[config.mk]
export PLATFORM = sky130hd
export DESIGN_NAME = tccb_rot_cordic
export DESIGN_NICKNAME = d
export VERILOG_FILES = /design/src/sv/tccb_pkg.sv /design/src/sv/tccb_rot_cordic.sv
export SDC_FILE = /design/constraint.sdc
export NUM_CORES = 2
export LEC_CHECK = 0
export BUFFER_PORTS_ARGS = -buffer_cell sky130_fd_sc_hd__clkbuf_2
export CAP_MARGIN = 5
export CORE_AREA = 2 2 594 596
export CTS_CLUSTER_DIAMETER = 200
export DETAILED_ROUTE_END_ITERATION = 16
export DIE_AREA = 0 0 596 598
export HOLD_SLACK_MARGIN = 0.15
export SKIP_CTS_REPAIR_TIMING = 1
export SLEW_MARGIN = 20
export SYNTH_ARGS = -nofsm -noshare
export SYNTH_HDL_FRONTEND = slang
export SYNTH_SLANG_ARGS = --single-unit
export TNS_END_PERCENT = 50
[constraint.sdc]
create_clock -name clk -period 7.8 [get_ports clk]
set_input_delay 1.56 -clock clk [delete_from_list [all_inputs] [get_ports clk]]
set_output_delay 1.56 -clock clk [all_outputs]
set_load 0.005 [all_outputs]
[src/sv/tccb_pkg.sv]
`timescale 1ns / 1ps
// ----------------------------------------------------------------------------
// tccb_pkg
// Shared constants, codes and CORDIC tables of the compass bearing block.
// ----------------------------------------------------------------------------
package tccb_pkg;

	localparam int CORDIC_ITERATIONS_DEF = 16;
	localparam int CORDIC_ITERATIONS_MAX = 24;

	// angle accumulator: 2^32 units per turn
	localparam int ZW = 34;
	localparam logic signed [ZW-1:0] ANG_QUARTER = 34'sd1073741824;
	localparam logic signed [ZW-1:0] INV_GAIN_Q30 = 34'sd652032874;

	localparam logic signed [ZW-1:0] ATAN_TAB [0:CORDIC_ITERATIONS_MAX-1] = '{
		34'sd536870912, 34'sd316933406, 34'sd167458907, 34'sd85004756,
		34'sd42667331, 34'sd21354465, 34'sd10679838, 34'sd5340245,
		34'sd2670163, 34'sd1335087, 34'sd667544, 34'sd333772,
		34'sd166886, 34'sd83443, 34'sd41722, 34'sd20861,
		34'sd10430, 34'sd5215, 34'sd2608, 34'sd1304,
		34'sd652, 34'sd326, 34'sd163, 34'sd81
	};

	localparam int CFG_DW = 32;
	localparam int CFG_AW = 2;

	typedef enum logic [CFG_AW-1:0] {
		CFG_MAG_MIN   = 2'd0,
		CFG_MAG_MAX   = 2'd1,
		CFG_TILT_LIM  = 2'd2,
		CFG_FIELD_EPS = 2'd3
	} cfg_idx_t;

	typedef logic [1:0] status_t;
	localparam status_t ST_OK      = 2'd0;
	localparam status_t ST_GRAVITY = 2'd1;
	localparam status_t ST_TILT    = 2'd2;
	localparam status_t ST_FIELD   = 2'd3;

endpackage

[src/sv/tccb_rot_cordic.sv]
`timescale 1ns / 1ps
// ----------------------------------------------------------------------------
// tccb_rot_cordic
// Pipelined rotation CORDIC: Q15 cosine and sine of a 16-bit binary angle.
// ----------------------------------------------------------------------------
module tccb_rot_cordic #(
	parameter int N = tccb_pkg::CORDIC_ITERATIONS_DEF
) (
	input  logic               clk,
	input  logic               en,
	input  logic signed [16:0] ang,
	output logic signed [16:0] cos_out,
	output logic signed [16:0] sin_out
);

	localparam int ZW = tccb_pkg::ZW;

	logic signed [ZW-1:0] x_q [0:N];
	logic signed [ZW-1:0] y_q [0:N];
	logic signed [ZW-1:0] z_q [0:N];
	logic                 neg_q [0:N];
	logic signed [16:0]   cos_q;
	logic signed [16:0]   sin_q;

	logic signed [ZW-1:0] za;
	logic signed [ZW-1:0] zr;
	logic                 zneg;
	logic signed [ZW-1:0] xr;
	logic signed [ZW-1:0] yr;
	logic signed [16:0]   xc;
	logic signed [16:0]   ys;

	assign za = {ang[16], ang, 16'h0000};

	// fold angles beyond a quarter turn, negate at the end
	always_comb begin
		zr   = za;
		zneg = 1'b0;
		if (za > tccb_pkg::ANG_QUARTER) begin
			zr   = za - (tccb_pkg::ANG_QUARTER <<< 1);
			zneg = 1'b1;
		end else if (za < -tccb_pkg::ANG_QUARTER) begin
			zr   = za + (tccb_pkg::ANG_QUARTER <<< 1);
			zneg = 1'b1;
		end
	end

	assign xr = (x_q[N] + 34'sd16384) >>> 15;
	assign yr = (y_q[N] + 34'sd16384) >>> 15;
	assign xc = xr[16:0];
	assign ys = yr[16:0];

	always_ff @(posedge clk) begin
		if (en) begin
			x_q[0]   <= tccb_pkg::INV_GAIN_Q30;
			y_q[0]   <= '0;
			z_q[0]   <= zr;
			neg_q[0] <= zneg;
			for (int i = 0; i < N; i++) begin
				neg_q[i+1] <= neg_q[i];
				if (!z_q[i][ZW-1]) begin
					x_q[i+1] <= x_q[i] - (y_q[i] >>> i);
					y_q[i+1] <= y_q[i] + (x_q[i] >>> i);
					z_q[i+1] <= z_q[i] - tccb_pkg::ATAN_TAB[i];
				end else begin
					x_q[i+1] <= x_q[i] + (y_q[i] >>> i);
					y_q[i+1] <= y_q[i] - (x_q[i] >>> i);
					z_q[i+1] <= z_q[i] + tccb_pkg::ATAN_TAB[i];
				end
			end
			cos_q <= neg_q[N] ? -xc : xc;
			sin_q <= neg_q[N] ? -ys : ys;
		end
	end

	assign cos_out = cos_q;
	assign sin_out = sin_q;

endmodule

==> metrics.md <==
| Metric | Value |
|---|---|
| Die height | 598 um |
| Syn avg cell area | 9.69 um2 |
| Fin Setup TNS | 0 ps |
| Max incr delay on CP | between 600 and 700 ps |
| Starting density of the core | 34.8% |
| Clk buf depth | 4 |
| Setup crit end kind | flop |
| Row cnt | 218 |
| Top cells by area, synth | edfxtp_1 36%, ha_1 14%, xnor2_1 9.0%, a21oi_1 5.4%, xor2_1 4.4% |
| H-tree levels | 4 |
| CTS tree | yes |
| Max Clk Rate | 165 MHz |
| Grt ovf | 0 |
| CTS buffer count | between 150 and 200 |
| Largest net degree at the start of global routing | 144 |
| Synth area leader | edfxtp_1 |
| Port Buffers | 52 |
| Max Transition Viols Final | 0 |
| Reg clk slew, reported paths | 60 ps |
| Drt pass-1 iters | 8 |
| Synth warn | 0 |
| Crit path max fanout | 5 |
| Main synth FF type | edfxtp_1 |
| Layout cells sized above 1 | 4.29% |
| Latest clock arrival within the worst-skew pair | about 880 ps |
| Seq cells post-synth | approximately 1500 |
| Fin crit share | between 70% and 80% |
| Vias per cell | 5.27 |
| Final WL | ~290000 um |
| Vias in the first global route | about 89000 |
| Net Count, Synth | 14039 |
| Critical-path cell list | or4_1 -> nor4_1 -> nand2b_1 -> or4_1 -> nor4_2 -> a21oi_1 -> xnor2_1 -> ha_1 -> a21o_1 -> a21oi_1 -> nand2_1 -> or4_1 -> o21ai_0 -> o21bai_1 -> o211ai_1 -> and3_1 -> o21a_1 -> nor2_1 -> xnor2_1 |
| Post-DP HPWL | 234000 um |
| Antenna viol nets, final | 0 |
| Hold Crit Class | flop to flop |
| Routability cong. | 0.918 |
| Final Hold Viols | 0 |
| Initial DRC Count | 5720 |
| Skew final | 109 ps |
| Nets | ~14000 |
| Total track usage | roughly 16% |
| DR WL/cell | 16.8 um |
| Total clock sinks | 1466 |
| Crit-path slowest cell | or4_1 |
| Most used cell, CP | or4_1 |
| Setup CP Type | flop to flop |
| Slew @ Worst Pin | 1130 ps |
| Vias | 92078 |
| Max_slew headroom | 23.8% |
| Status | complete, no violations |
| Worst EP arrival | 6640 ps |
| Distinct cells, synth | 89 |
| WHS Path Cells | 0 |
| Full die area | 356000 um2 |
| Post-route DRC | 0 |
| Core footprint | 351000 um2 |
| Initial antenna violation count | 2 |
| Cells after synthesis | 12600 |
| Num ports | 53 |
| Worst reg2reg path depth | 19 |
| First-pass GRT wire length | 475000 um |
| Synth-to-Final Area Change | 9.51% |
| Async set-or-reset flop fraction in the synthesized netlist | 0% |
| Fin crit period | 6060 ps |
| Die X | 596 um |
| Mapped Area | approximately 120000 um2 |
| Clock Root Buffer | clkbuf_16 |
| Seq/Total Area, Yosys | 36.0% |
| Final setup viols | 0 |
| Max cap viols | 0 |
| Worst EP required | 8380 ps |
| Number of synthesized flops with an enable pin | 1466 |
| Share of the synthesized area in the top cell type | 36.0% |
| Crit path launch type | flop |
| RSZ-0062 raised after global routing | no |
-- worst max-delay path, delay by kind of cell, from the launching register on --
family                   cells  cell delay [ps]
XOR/XNOR                     2              310
flip-flops                   1              480
AO/OA/AOI/OAI                7             1300
AND/OR/NAND/NOR              9             3380
adder cells (fa/ha/maj)      1              320
-- final cells by class --
type / count / area, um2
fillers: 34697 / 217000
multi-input cells: 10402 / 75400
flip-flops and latches: 1466 / 44000
well taps: 4620 / 5780
clock buffers: 204 / 4530
inverters: 527 / 1980
clock inverters: 117 / 1180
repair buffers: 125 / 868
diodes: 2 / 5.00
-- final timing paths --
kind | from | end | slack (ps)
setup / recovery | x_q[7][12] | y_q[8][31] | 1740
hold / removal | neg_q[6] | neg_q[7] | 420
setup reg to reg | x_q[7][12] | y_q[8][31] | 1740
hold reg to reg | neg_q[6] | neg_q[7] | 420
-- sequential cells by signal (all words and copies together) (netlist names) --
signal / cells
cos_out: 17
neg_q: 17
sin_out: 17
x_q: 468
y_q: 495
z_q: 452
-- layout by cell type (no fill, tap or decap), drive strengths merged, types with 96 or more instances in the layout --
master     n
o21ai    668
o31ai    130
a21oi   1312
nor3     308
clkbuf   255
nand2    642
ha      1380
xnor2   1257
nand2b   222
nor2b    178
nand3    215
edfxtp  1466
o21bai   162
nand4     96
a31oi    107
o21a     211
xor2     613
nor2     972
and3     107
a21o     646
a211oi    99
inv      535
-- synth_stat cells, types with 180 or more instances --
master	n
nor3_1	307
xnor2_1	1257
a21o_1	646
clkbuf_1	180
o21ai_0	664
a21oi_1	1312
inv_1	517
ha_1	1380
nand2_1	642
nor2_1	971
xor2_1	613
nand3_1	215
nand2b_1	222
o21a_1	211
edfxtp_1	1466
-- metal layers --
| layer | up-vias | GRT usage, % | part of all wire [%] |
|---|---|---|---|
| li1 | 47112 | - | - |
| met1 | 42928 | 20.6 | 45 |
| met2 | 1586 | 28.5 | 48 |
| met3 | 452 | 1.59 | 3.5 |
| met4 | 0 | 5.10 | 3.2 |
| met5 | - | 0 | 0 |
-- cells by family (layout without fill, tap and decap cells) --
group                      Yosys count  in the layout  share of synthesized area [%]
buffers and inverters              732            973                           2.25
AOI/OAI and AO/OA                 3855           3855                           20.0
DFF                               1466           1466                           36.0
xor gates and xnor gates          1870           1870                           13.4
muxes                              109            109                          0.947
other                                0              2                              0
adders and majority gates         1420           1420                           14.8
and+or+nand+nor                   3148           3148                           12.5
-- per-stage QoR --
step / cell area [um2] / setup slack, ps / cells / util [%] / hold slack, ps
floorplan: 122000 / 1590 / 12600 / - / 400
global placement: 128000 / 1270 / 17139 / 36.5 / 402
detailed placement: 128000 / 1270 / 17139 / 36.5 / 405
CTS: 134000 / 1790 / 17460 / 38.1 / 418
global route: 134000 / 1340 / 17463 / 38.1 / 425
finish: 134000 / 1740 / 17463 / 38.1 / 418
Power is left out: the tool's default activity adds up to more than one toggle a clock period on the data nets, which glitch-free logic cannot reach.
